File: src/hdl/srt_pkg.sv
`timescale 1ns / 1ps

package srt_pkg;

    // field and state widths
    localparam int CNT_W     = 24;                 // frame counts, COUNT_WIDTH
    localparam int FRAC_W    = 16;                 // beat fraction bits
    localparam int INT_W     = 24;                 // beat integer bits
    localparam int BEAT_W    = INT_W + FRAC_W;     // Q24.16 beat
    localparam int REP_W     = 32;                 // repeat count
    localparam int PER_W     = 31;                 // retrigger period
    localparam int SB_W      = 7;                  // sync beats
    localparam int SYNC_W    = 32;                 // signed sync countdown
    localparam int STEP_W    = CNT_W + 2;          // step countdown
    localparam int CMD_W     = 2;

    // iterative unit widths
    localparam int MAG_W     = BEAT_W + 1;         // magnitude of beat difference
    localparam int DIFF_W    = BEAT_W + 2;         // signed beat difference
    localparam int ALU_W     = MAG_W + 1;          // shared adder width
    localparam int OPND_W    = (PER_W > CNT_W) ? PER_W : CNT_W;
    localparam int LO_W      = (REP_W > STEP_W) ? REP_W : STEP_W;
    localparam int PROD_W    = ALU_W + CNT_W;
    localparam int DIV_STEPS = LO_W;
    localparam int MUL_STEPS = CNT_W;
    localparam int STEPS_W   = $clog2(DIV_STEPS + 1);

    // configuration port
    localparam int CFG_W     = (OPND_W > SB_W) ? OPND_W : SB_W;
    localparam int CFG_IDX_W = 3;

    localparam logic [CFG_IDX_W-1:0] REG_STEP_FRAMES      = 3'd0;
    localparam logic [CFG_IDX_W-1:0] REG_SLICE_FRAMES     = 3'd1;
    localparam logic [CFG_IDX_W-1:0] REG_SYNC_ON          = 3'd2;
    localparam logic [CFG_IDX_W-1:0] REG_RETRIGGER_ON     = 3'd3;
    localparam logic [CFG_IDX_W-1:0] REG_RETRIGGER_PERIOD = 3'd4;
    localparam logic [CFG_IDX_W-1:0] REG_BEAT_FRAMES      = 3'd5;
    localparam logic [CFG_IDX_W-1:0] REG_SYNC_BEATS       = 3'd6;

    localparam logic [CMD_W-1:0] CMD_TICK  = 2'd0;
    localparam logic [CMD_W-1:0] CMD_LOAD  = 2'd1;
    localparam logic [CMD_W-1:0] CMD_START = 2'd2;
    localparam logic [CMD_W-1:0] CMD_RESET = 2'd3;

    localparam logic OP_DIV = 1'b0;
    localparam logic OP_MUL = 1'b1;

    localparam logic [SYNC_W-1:0] SYNC_MAX = {1'b0, {(SYNC_W-1){1'b1}}};
    localparam logic [SYNC_W-1:0] SYNC_MIN = {1'b1, {(SYNC_W-1){1'b0}}};

    localparam logic [CNT_W-1:0] RST_FRAMES     = CNT_W'(1);
    localparam logic [PER_W-1:0] RST_PERIOD     = {PER_W{1'b1}};
    localparam logic [SB_W-1:0]  RST_SYNC_BEATS = SB_W'(4);

    typedef struct packed {
        logic [CNT_W-1:0] step_frames;
        logic [CNT_W-1:0] slice_frames;
        logic             sync_on;
        logic             retrigger_on;
        logic [PER_W-1:0] retrigger_period;
        logic [CNT_W-1:0] beat_frames;
        logic [SB_W-1:0]  sync_beats;
    } t_cfg;

    // request to the shared unit: divide gives a mod b, multiply gives a * b
    typedef struct packed {
        logic              start;
        logic              op;
        logic [MAG_W-1:0]  a;
        logic [OPND_W-1:0] b;
    } t_iter_req;

    typedef struct packed {
        logic             done;
        logic [ALU_W-1:0] acc;
        logic [LO_W-1:0]  lo;
    } t_iter_rsp;

endpackage

File: src/hdl/srt_regs.sv
`timescale 1ns / 1ps

module srt_regs (
    input  logic                           i_clk,
    input  logic                           i_rst_n,
    input  logic                           i_cfg_we,
    input  logic [srt_pkg::CFG_IDX_W-1:0]  i_cfg_index,
    input  logic [srt_pkg::CFG_W-1:0]      i_cfg_data,
    output srt_pkg::t_cfg                  o_cfg
);
    import srt_pkg::*;

    t_cfg r_cfg;
    t_cfg n_cfg;

    always_comb begin
        n_cfg = r_cfg;
        if (i_cfg_we) begin
            unique case (i_cfg_index)
                REG_STEP_FRAMES:      n_cfg.step_frames      = i_cfg_data[CNT_W-1:0];
                REG_SLICE_FRAMES:     n_cfg.slice_frames     = i_cfg_data[CNT_W-1:0];
                REG_SYNC_ON:          n_cfg.sync_on          = i_cfg_data[0];
                REG_RETRIGGER_ON:     n_cfg.retrigger_on     = i_cfg_data[0];
                REG_RETRIGGER_PERIOD: n_cfg.retrigger_period = i_cfg_data[PER_W-1:0];
                REG_BEAT_FRAMES:      n_cfg.beat_frames      = i_cfg_data[CNT_W-1:0];
                REG_SYNC_BEATS:       n_cfg.sync_beats       = i_cfg_data[SB_W-1:0];
                default: ;
            endcase
        end
    end

    always_ff @(posedge i_clk) begin
        if (!i_rst_n) begin
            r_cfg.step_frames      <= RST_FRAMES;
            r_cfg.slice_frames     <= RST_FRAMES;
            r_cfg.sync_on          <= 1'b0;
            r_cfg.retrigger_on     <= 1'b0;
            r_cfg.retrigger_period <= RST_PERIOD;
            r_cfg.beat_frames      <= RST_FRAMES;
            r_cfg.sync_beats       <= RST_SYNC_BEATS;
        end else begin
            r_cfg <= n_cfg;
        end
    end

    assign o_cfg = r_cfg;

endmodule

File: src/hdl/srt_iter.sv
`timescale 1ns / 1ps

module srt_iter (
    input  logic                i_clk,
    input  logic                i_rst_n,
    input  srt_pkg::t_iter_req  i_req,
    output srt_pkg::t_iter_rsp  o_rsp
);
    import srt_pkg::*;

    logic               r_busy,  n_busy;
    logic               r_done,  n_done;
    logic               r_op,    n_op;
    logic [STEPS_W-1:0] r_cnt,   n_cnt;
    logic [ALU_W-1:0]   r_acc,   n_acc;
    logic [LO_W-1:0]    r_lo,    n_lo;
    logic [ALU_W-1:0]   r_opnd,  n_opnd;

    logic [ALU_W-1:0]   rem_sh;
    logic [ALU_W-1:0]   add_a;
    logic [ALU_W-1:0]   add_b;
    logic               add_sub;
    logic [ALU_W:0]     add_sum;

    // one shared adder: restoring divide subtracts, shift-add multiply adds
    assign rem_sh  = {r_acc[ALU_W-2:0], r_lo[LO_W-1]};
    assign add_sub = (r_op == OP_DIV);
    assign add_a   = add_sub ? rem_sh : r_acc;
    assign add_b   = add_sub ? ~r_opnd : (r_lo[0] ? r_opnd : '0);
    assign add_sum = {1'b0, add_a} + {1'b0, add_b} + (ALU_W+1)'(add_sub);

    always_comb begin
        n_busy = r_busy;
        n_done = 1'b0;
        n_op   = r_op;
        n_cnt  = r_cnt;
        n_acc  = r_acc;
        n_lo   = r_lo;
        n_opnd = r_opnd;
        if (r_busy) begin
            n_cnt = r_cnt - STEPS_W'(1);
            if (r_cnt == STEPS_W'(1)) begin
                n_busy = 1'b0;
                n_done = 1'b1;
            end
            if (r_op == OP_DIV) begin
                n_lo  = {r_lo[LO_W-2:0], 1'b0};
                n_acc = add_sum[ALU_W] ? add_sum[ALU_W-1:0] : rem_sh;
            end else begin
                n_acc = add_sum[ALU_W:1];
                n_lo  = {add_sum[0], r_lo[LO_W-1:1]};
            end
        end else if (i_req.start) begin
            n_busy = 1'b1;
            n_op   = i_req.op;
            n_acc  = '0;
            if (i_req.op == OP_DIV) begin
                n_cnt  = STEPS_W'(DIV_STEPS);
                n_lo   = i_req.a[LO_W-1:0];
                n_opnd = ALU_W'(i_req.b);
            end else begin
                n_cnt  = STEPS_W'(MUL_STEPS);
                n_lo   = LO_W'(i_req.b[CNT_W-1:0]);
                n_opnd = ALU_W'(i_req.a);
            end
        end
    end

    always_ff @(posedge i_clk) begin
        if (!i_rst_n) begin
            r_busy <= 1'b0;
            r_done <= 1'b0;
        end else begin
            r_busy <= n_busy;
            r_done <= n_done;
        end
        r_op   <= n_op;
        r_cnt  <= n_cnt;
        r_acc  <= n_acc;
        r_lo   <= n_lo;
        r_opnd <= n_opnd;
    end

    assign o_rsp.done = r_done;
    assign o_rsp.acc  = r_acc;
    assign o_rsp.lo   = r_lo;

endmodule

File: src/hdl/slice_retrigger_timer.sv
`timescale 1ns / 1ps
// slice retrigger timer
// input channel: i_in_valid / o_in_ready carry one item, a command and a
// Q24.16 beat position; command 0 is a frame tick, 1 loads the sync
// countdown, 2 starts the timer at a beat, 3 resets the timer
// output channel: o_out_valid / i_out_ready carry one result item per input
// item: slice fire, forced forward play, slice length, repeat total, running
// configuration: i_cfg_we writes i_cfg_data into register i_cfg_index at once
// one item is handled at a time by a small sequencer around a shared
// shift-add / restoring-divide unit (one add per cycle): start and reset
// commands go straight to the output state, a sync load runs a 24-step
// multiply, and a tick walks the sync and step countdowns, adding a 32-step
// divide to realign on sync expiry and another to check the retrigger period
// the finished result sits in an output register, so the next item is taken
// while the receiver stalls; a second result then waits until it is free
// reset (synchronous, active low) clears the timer state and loads the
// register defaults; no item is in flight afterward
module slice_retrigger_timer (
    input  logic                            i_clk,
    input  logic                            i_rst_n,
    // configuration
    input  logic                            i_cfg_we,
    input  logic [srt_pkg::CFG_IDX_W-1:0]   i_cfg_index,
    input  logic [srt_pkg::CFG_W-1:0]       i_cfg_data,
    // input items
    input  logic                            i_in_valid,
    output logic                            o_in_ready,
    input  logic [srt_pkg::CMD_W-1:0]       i_command,
    input  logic [srt_pkg::BEAT_W-1:0]      i_beat_position,
    // result items
    output logic                            o_out_valid,
    input  logic                            i_out_ready,
    output logic                            o_slice_fire,
    output logic                            o_force_forward,
    output logic [srt_pkg::CNT_W-1:0]       o_slice_length,
    output logic [srt_pkg::REP_W-1:0]       o_repeat_total,
    output logic                            o_is_running
);
    import srt_pkg::*;

    // sequencer states
    localparam logic [2:0] S_IDLE     = 3'd0;
    localparam logic [2:0] S_LD_MUL   = 3'd1;   // start beat difference times frames
    localparam logic [2:0] S_LD_WAIT  = 3'd2;
    localparam logic [2:0] S_TK_SYNC  = 3'd3;   // sync countdown, maybe start rounding
    localparam logic [2:0] S_RND_WAIT = 3'd4;
    localparam logic [2:0] S_TK_STEP  = 3'd5;   // step countdown, maybe start period check
    localparam logic [2:0] S_MOD_WAIT = 3'd6;
    localparam logic [2:0] S_OUT      = 3'd7;   // hand result to output register

    t_cfg      cfg;
    t_iter_req req;
    t_iter_rsp rsp;

    logic [2:0]        r_state,   n_state;
    logic [STEP_W-1:0] r_step_cd, n_step_cd;
    logic [REP_W-1:0]  r_repeat,  n_repeat;
    logic [SYNC_W-1:0] r_sync_cd, n_sync_cd;
    logic [BEAT_W-1:0] r_last,    n_last;
    logic              r_running, n_running;
    logic [DIFF_W-1:0] r_diff,    n_diff;
    logic              r_fire,    n_fire;
    logic              r_fwd,     n_fwd;

    logic              r_out_valid, n_out_valid;
    logic              r_o_fire,    n_o_fire;
    logic              r_o_fwd,     n_o_fwd;
    logic [CNT_W-1:0]  r_o_len,     n_o_len;
    logic [REP_W-1:0]  r_o_rep,     n_o_rep;
    logic              r_o_run,     n_o_run;

    logic                 in_take;
    logic [BEAT_W-1:0]    sync_step;
    logic [MAG_W-1:0]     diff_mag;
    logic [SYNC_W-1:0]    sync_dec;
    logic                 sync_expired;
    logic [CNT_W-1:0]     rnd_rem;
    logic                 rnd_up;
    logic [STEP_W-1:0]    rnd_val;
    logic [PROD_W-1:0]    prod;
    logic [PROD_W-FRAC_W-1:0] scaled;
    logic                 scaled_over;
    logic [SYNC_W-1:0]    load_val;

    srt_regs u_regs (
        .i_clk       (i_clk),
        .i_rst_n     (i_rst_n),
        .i_cfg_we    (i_cfg_we),
        .i_cfg_index (i_cfg_index),
        .i_cfg_data  (i_cfg_data),
        .o_cfg       (cfg)
    );

    srt_iter u_iter (
        .i_clk   (i_clk),
        .i_rst_n (i_rst_n),
        .i_req   (req),
        .o_rsp   (rsp)
    );

    assign o_in_ready = (r_state == S_IDLE);
    assign in_take    = i_in_valid && o_in_ready;

    // sync_beats as a Q24.16 beat count
    assign sync_step = BEAT_W'({cfg.sync_beats, {FRAC_W{1'b0}}});

    // |last + sync_beats - pos|, always below 2^41
    assign diff_mag = r_diff[DIFF_W-1] ? MAG_W'(~r_diff + DIFF_W'(1)) : MAG_W'(r_diff);

    // sync countdown decrement saturates at the signed minimum
    assign sync_dec     = (r_sync_cd == SYNC_MIN) ? r_sync_cd : r_sync_cd - SYNC_W'(1);
    assign sync_expired = sync_dec[SYNC_W-1] || (sync_dec == '0);

    // nearest multiple of step length, halves away from zero:
    // x - r, plus one step when 2r >= s
    assign rnd_rem = rsp.acc[CNT_W-1:0];
    assign rnd_up  = ({rnd_rem, 1'b0} >= {1'b0, cfg.step_frames});
    assign rnd_val = r_step_cd - STEP_W'(rnd_rem)
                   + (rnd_up ? STEP_W'(cfg.step_frames) : '0);

    // product of difference and beat_frames, fraction dropped, saturated
    assign prod        = {rsp.acc, rsp.lo[LO_W-1 -: CNT_W]};
    assign scaled      = prod[PROD_W-1:FRAC_W];
    assign scaled_over = |scaled[PROD_W-FRAC_W-1:SYNC_W-1];
    always_comb begin
        if (r_diff[DIFF_W-1]) begin
            load_val = scaled_over ? SYNC_MIN : (~scaled[SYNC_W-1:0] + SYNC_W'(1));
        end else begin
            load_val = scaled_over ? SYNC_MAX : scaled[SYNC_W-1:0];
        end
    end

    always_comb begin
        n_state     = r_state;
        n_step_cd   = r_step_cd;
        n_repeat    = r_repeat;
        n_sync_cd   = r_sync_cd;
        n_last      = r_last;
        n_running   = r_running;
        n_diff      = r_diff;
        n_fire      = r_fire;
        n_fwd       = r_fwd;
        n_out_valid = r_out_valid && !i_out_ready;
        n_o_fire    = r_o_fire;
        n_o_fwd     = r_o_fwd;
        n_o_len     = r_o_len;
        n_o_rep     = r_o_rep;
        n_o_run     = r_o_run;
        req.start   = 1'b0;
        req.op      = OP_DIV;
        req.a       = MAG_W'(r_step_cd);
        req.b       = OPND_W'(cfg.step_frames);

        unique case (r_state)
            S_IDLE: begin
                if (in_take) begin
                    n_fire = 1'b0;
                    n_fwd  = 1'b0;
                    unique case (i_command)
                        CMD_TICK: n_state = S_TK_SYNC;
                        CMD_LOAD: begin
                            n_diff  = DIFF_W'(r_last) + DIFF_W'(sync_step)
                                    - DIFF_W'(i_beat_position);
                            n_state = S_LD_MUL;
                        end
                        CMD_START: begin
                            n_last    = i_beat_position;
                            n_running = 1'b1;
                            n_state   = S_OUT;
                        end
                        default: begin
                            n_running = 1'b0;
                            n_step_cd = '0;
                            n_repeat  = '0;
                            n_state   = S_OUT;
                        end
                    endcase
                end
            end
            S_LD_MUL: begin
                req.start = 1'b1;
                req.op    = OP_MUL;
                req.a     = diff_mag;
                req.b     = OPND_W'(cfg.beat_frames);
                n_state   = S_LD_WAIT;
            end
            S_LD_WAIT: begin
                if (rsp.done) begin
                    n_sync_cd = load_val;
                    n_state   = S_OUT;
                end
            end
            S_TK_SYNC: begin
                n_state = S_TK_STEP;
                if (cfg.sync_on) begin
                    n_sync_cd = sync_dec;
                    if (sync_expired) begin
                        n_last = r_last + sync_step;
                        if (cfg.step_frames == '0) begin
                            // zero step length rounds to zero
                            n_step_cd = STEP_W'(1);
                        end else begin
                            req.start = 1'b1;
                            n_state   = S_RND_WAIT;
                        end
                    end
                end
            end
            S_RND_WAIT: begin
                if (rsp.done) begin
                    n_step_cd = rnd_val + STEP_W'(1);
                    n_state   = S_TK_STEP;
                end
            end
            S_TK_STEP: begin
                n_state = S_OUT;
                if (r_step_cd <= STEP_W'(1)) begin
                    // countdown reaches zero or below: fire and reload
                    n_fire    = 1'b1;
                    n_step_cd = STEP_W'(cfg.step_frames);
                    if (cfg.retrigger_on && (cfg.retrigger_period != '0)) begin
                        req.start = 1'b1;
                        req.a     = MAG_W'(r_repeat);
                        req.b     = OPND_W'(cfg.retrigger_period);
                        n_state   = S_MOD_WAIT;
                    end else begin
                        n_repeat = r_repeat + REP_W'(1);
                    end
                end else begin
                    n_step_cd = r_step_cd - STEP_W'(1);
                end
            end
            S_MOD_WAIT: begin
                if (rsp.done) begin
                    n_fwd    = (rsp.acc == '0);
                    n_repeat = r_repeat + REP_W'(1);
                    n_state  = S_OUT;
                end
            end
            S_OUT: begin
                if (!r_out_valid || i_out_ready) begin
                    n_out_valid = 1'b1;
                    n_o_fire    = r_fire;
                    n_o_fwd     = r_fwd;
                    n_o_len     = r_fire ? cfg.slice_frames : '0;
                    n_o_rep     = r_repeat;
                    n_o_run     = r_running;
                    n_state     = S_IDLE;
                end
            end
            default: n_state = S_IDLE;
        endcase
    end

    always_ff @(posedge i_clk) begin
        if (!i_rst_n) begin
            r_state     <= S_IDLE;
            r_step_cd   <= '0;
            r_repeat    <= '0;
            r_sync_cd   <= '0;
            r_last      <= '0;
            r_running   <= 1'b0;
            r_out_valid <= 1'b0;
        end else begin
            r_state     <= n_state;
            r_step_cd   <= n_step_cd;
            r_repeat    <= n_repeat;
            r_sync_cd   <= n_sync_cd;
            r_last      <= n_last;
            r_running   <= n_running;
            r_out_valid <= n_out_valid;
        end
        r_diff  <= n_diff;
        r_fire  <= n_fire;
        r_fwd   <= n_fwd;
        r_o_fire <= n_o_fire;
        r_o_fwd  <= n_o_fwd;
        r_o_len  <= n_o_len;
        r_o_rep  <= n_o_rep;
        r_o_run  <= n_o_run;
    end

    assign o_out_valid     = r_out_valid;
    assign o_slice_fire    = r_o_fire;
    assign o_force_forward = r_o_fwd;
    assign o_slice_length  = r_o_len;
    assign o_repeat_total  = r_o_rep;
    assign o_is_running    = r_o_run;

endmodule
File: config.mk
export PLATFORM = sky130hd
export DESIGN_NAME = slice_retrigger_timer
export DESIGN_NICKNAME = d
export VERILOG_FILES = /design/src/hdl/srt_pkg.sv /design/src/hdl/srt_regs.sv /design/src/hdl/srt_iter.sv /design/src/hdl/slice_retrigger_timer.sv
export SDC_FILE = /design/constraint.sdc
export NUM_CORES = 2
export LEC_CHECK = 0
export BUFFER_PORTS_ARGS = -buffer_cell sky130_fd_sc_hd__buf_4
export CORE_ASPECT_RATIO = 1.2
export CORE_MARGIN = 2
export CORE_UTILIZATION = 45
export CTS_CLUSTER_SIZE = 12
export DETAILED_ROUTE_END_ITERATION = 6
export SLEW_MARGIN = 0
export SYNTH_ARGS = -nofsm -noshare
export SYNTH_HDL_FRONTEND = slang
export SYNTH_HIERARCHICAL = 1
export SYNTH_SLANG_ARGS = --single-unit
File: constraint.sdc
create_clock -name i_clk -period 5.96 [get_ports i_clk]
set_input_delay 0.298 -clock i_clk [delete_from_list [all_inputs] [get_ports i_clk]]
set_output_delay 0.298 -clock i_clk [all_outputs]
set_load 0.005 [all_outputs]
==> impl_metrics.ini <==
[run_status]
status = completed

[logic_synthesis]
ys_seq_area_share_pct = 34.8
synth_top_family_by_area = compound AO/OA/AOI/OAI gates
synth-adder-area-share_pct = 8.71
synth_cell_types = 109
synth.area.top_cells = edfxtp_1, dfxtp_1, ha_1
synth_nets = 4157
async_reset_ff_share_pct = 0
synth_top_area_cell = edfxtp_1
ys_warn_count = 6
syn_inst = 3863
synth_mux_area_share_pct = 7.84
synth-seq-cells = 474
synth_flop_cell = dfxtp_1
yosysTopAreaCellShare_pct = 20.0
syn_avg_cell_area_um2 = 8.73
yosys.area_share.simple_pct = 17.6
syn_area_um2 = 33700
synth_compound_area_share_pct = 20.2
synth_xor_area_share_pct = 5.30
synth-edff-count = 225

[die]
initial_core_util_pct = 45.6
ioPinCount = 142
rows = 109
die_h_um = 304
die_w_um = 254
core_area_um2 = 73900
dieArea_um2 = 77100

[clock_tree]
path_clk_slew_ns = 0.06
cts-root-buf = clkbuf_16
clock_latency_ns = 0.64
htreeDepth = 2
clockBufferDepth = 3
cts_tree = yes
cts_made_buffers = 56
clock-sinks = 474
postCtsSetupRepairBufs = 0

[timing]
tns_ns = 0
grt_setup_unrepaired = no
tightest_slew_ns = 1.19
period_needed_ns = 5.46
setup_viol = 0
clock.fmax_ghz = 0.183
relSlewSlack_pct = 20.2
fin_worst_skew_ns = 0.0398
drv_slew = 0
hold_viol = 0
period_share_pct = 91.7
holdWs_ns = 0.0301

[power_and_ir_drop]
power_per_cell_area_nw_per_um2 = 493
p_leak_nw = 15.1
ir_drop_uv = 274

[worst_setup_path]
crit_fanout = 8
r2r_start = u_iter/r_acc[13]
rrSetupSlack_ns = 0.50
path_class = register to register
timing.rr.end = r_step_cd[22]
endpoint_kind = register
arrival_ns = 5.99
reg2reg_depth = 20
cp-startpoint = u_iter/r_acc[13]
required_ns = 6.49
setup.worst_path.start_class = register

[place]
gp_congestion = 0.994
io_buffer_count = 141
dp_hpwl_um = 86700

[cells_and_area]
syn_to_final_growth_pct = 13.0
fin_nets = 4264
fillers = 7135
regArea_um2 = 11700
final_util_pct = 51.5
multi_input_area_um2 = 20200
drive_gt1_share_pct = 11.4

[route]
drt_wl_total_um = 115000
viasPerCell = 5.95
final_antenna_net_count = 0
vias = 29900
wl_per_cell_um = 22.9
first_pass_iters = 6
drtIter0Drc = 2626
drc = 0

[flow_run]
cap_viol_max_count = 0

[grt]
overflow = 0
grt_pass1_vias = 28300
grt_pass1_wl_um = 173000
grt_usage_pct = 29.2
antenna_found_initial = 4
grt_max_degree = 185

[min_path]
hp-start = i_beat_position[36]
min_to = r_last[36]
hp-class = input pin to register
whs_path_depth = 4
[metrics by stage]
stage                     setup WS [ns]  instance area [um^2]  std cells  power, mW
after floorplan                   0.466                 33700       3863       12.2
after global placement            0.142                 35800       4858       15.1
after detailed placement          0.112                 35800       4858       15.1
after CTS                        0.0947                 38100       5016       18.6
after global routing             0.0895                 38100       5017       20.0
final                             0.498                 38100       5018       18.8
[critical path, cell delays in order (launching register included)]
cell      delay, ns
edfxtp_1       0.38
ha_1           0.30
a21o_1         0.18
a221o_1        0.33
a21o_1         0.19
a211oi_2       0.33
nand2_1        0.28
nand2_1        0.15
fa_1           0.41
inv_1          0.06
ha_1           0.28
a21o_1         0.21
a211o_1        0.31
a211oi_1       0.39
nor3_1         0.12
o41ai_2        0.42
o21ai_0        0.22
a21bo_2        0.23
a21oi_1        0.18
xnor2_1        0.08
a221o_1        0.28
[synth_stat cells, types with 72 or more instances]
| library cell | number |
|---|---|
| ha_1 | 177 |
| clkbuf_1 | 181 |
| nand3_1 | 81 |
| xnor2_1 | 128 |
| inv_1 | 210 |
| dfxtp_1 | 249 |
| a211oi_1 | 84 |
| nand2_1 | 396 |
| o22ai_1 | 117 |
| nor2_1 | 274 |
| a21oi_1 | 298 |
| nor2b_1 | 106 |
| xor2_1 | 76 |
| nor3_1 | 78 |
| edfxtp_1 | 225 |
| o21ai_0 | 211 |
| mux2i_1 | 182 |
| mux2_2 | 72 |
[sequential cells by signal (all words and copies together), names as in the netlist, 3 cells and up]
register        count
r_state             3
o_repeat_total     32
u_iter/r_acc       42
o_slice_length     24
r_last             40
r_sync_cd          32
r_diff             42
r_repeat           32
u_iter/r_lo        32
u_regs/o_cfg      112
u_iter/r_opnd      41
u_iter/r_cnt        6
r_step_cd          26
[area by class of cell]
class | instances | share of cell area (%)
repair buffers | 279 | 6.08
diodes | 2 | 0.0131
inverters | 212 | 2.09
flip-flops and latches | 474 | 30.8
clock buffers | 72 | 4.01
multi-input cells | 2947 | 53.0
clock inverters | 33 | 0.673
well taps | 999 | 3.28
[how the worst max path moves through the flow]
stage	end	depth (start not counted)
final	r_step_cd[22]	20
after global routing	r_step_cd[22]	21
after CTS	r_step_cd[22]	20
after detailed placement	r_step_cd[22]	20
after global placement	r_step_cd[22]	20
after floorplan	r_step_cd[22]	21
[cell usage in the layout, fill, tap and decap left out, types with 128 or more instances in the layout]
| cell type | n |
|---|---|
| ha_1 | 177 |
| nor2_1 | 271 |
| o21ai_0 | 211 |
| xnor2_1 | 128 |
| inv_1 | 208 |
| edfxtp_1 | 225 |
| mux2i_1 | 182 |
| nand2_1 | 395 |
| dfxtp_1 | 247 |
| a21oi_1 | 298 |
| buf_4 | 218 |
[cell families (layout without fill, tap and decap cells)]
logic type	Yosys count	count (layout)
AO/OA/AOI/OAI	1056	1056
XOR/XNOR	204	204
adder cells (fa/ha/maj)	213	213
buffers and inverters	442	596
flip-flops	474	474
multiplexers	255	255
other	0	2
AND/OR/NAND/NOR	1219	1219
[layer usage]
layer / part of all wire [%] / up-vias / GRT usage (%)
met5: 0 / - / 0
met4: 5.8 / 0 / 15.0
met3: 7.0 / 251 / 4.64
met2: 46 / 1041 / 46.7
met1: 41 / 14300 / 37.9
li1: - / 14300 / -
[power breakdown]
group	switching, mW	internal, mW	total [mW]
Combinational	6.64	3.91	10.6
Sequential	0.572	4.25	4.82
Clock	1.47	1.93	3.41
Total	8.69	10.1	18.8
[repair_timing]
action                     4_1_cts  5_1_grt
setup endpoints to repair        0        7
gates resized for setup          0        3
hold buffers                    53        0
hold endpoints to repair        56        0
Note: power is estimated with default switching activity, not from simulation.
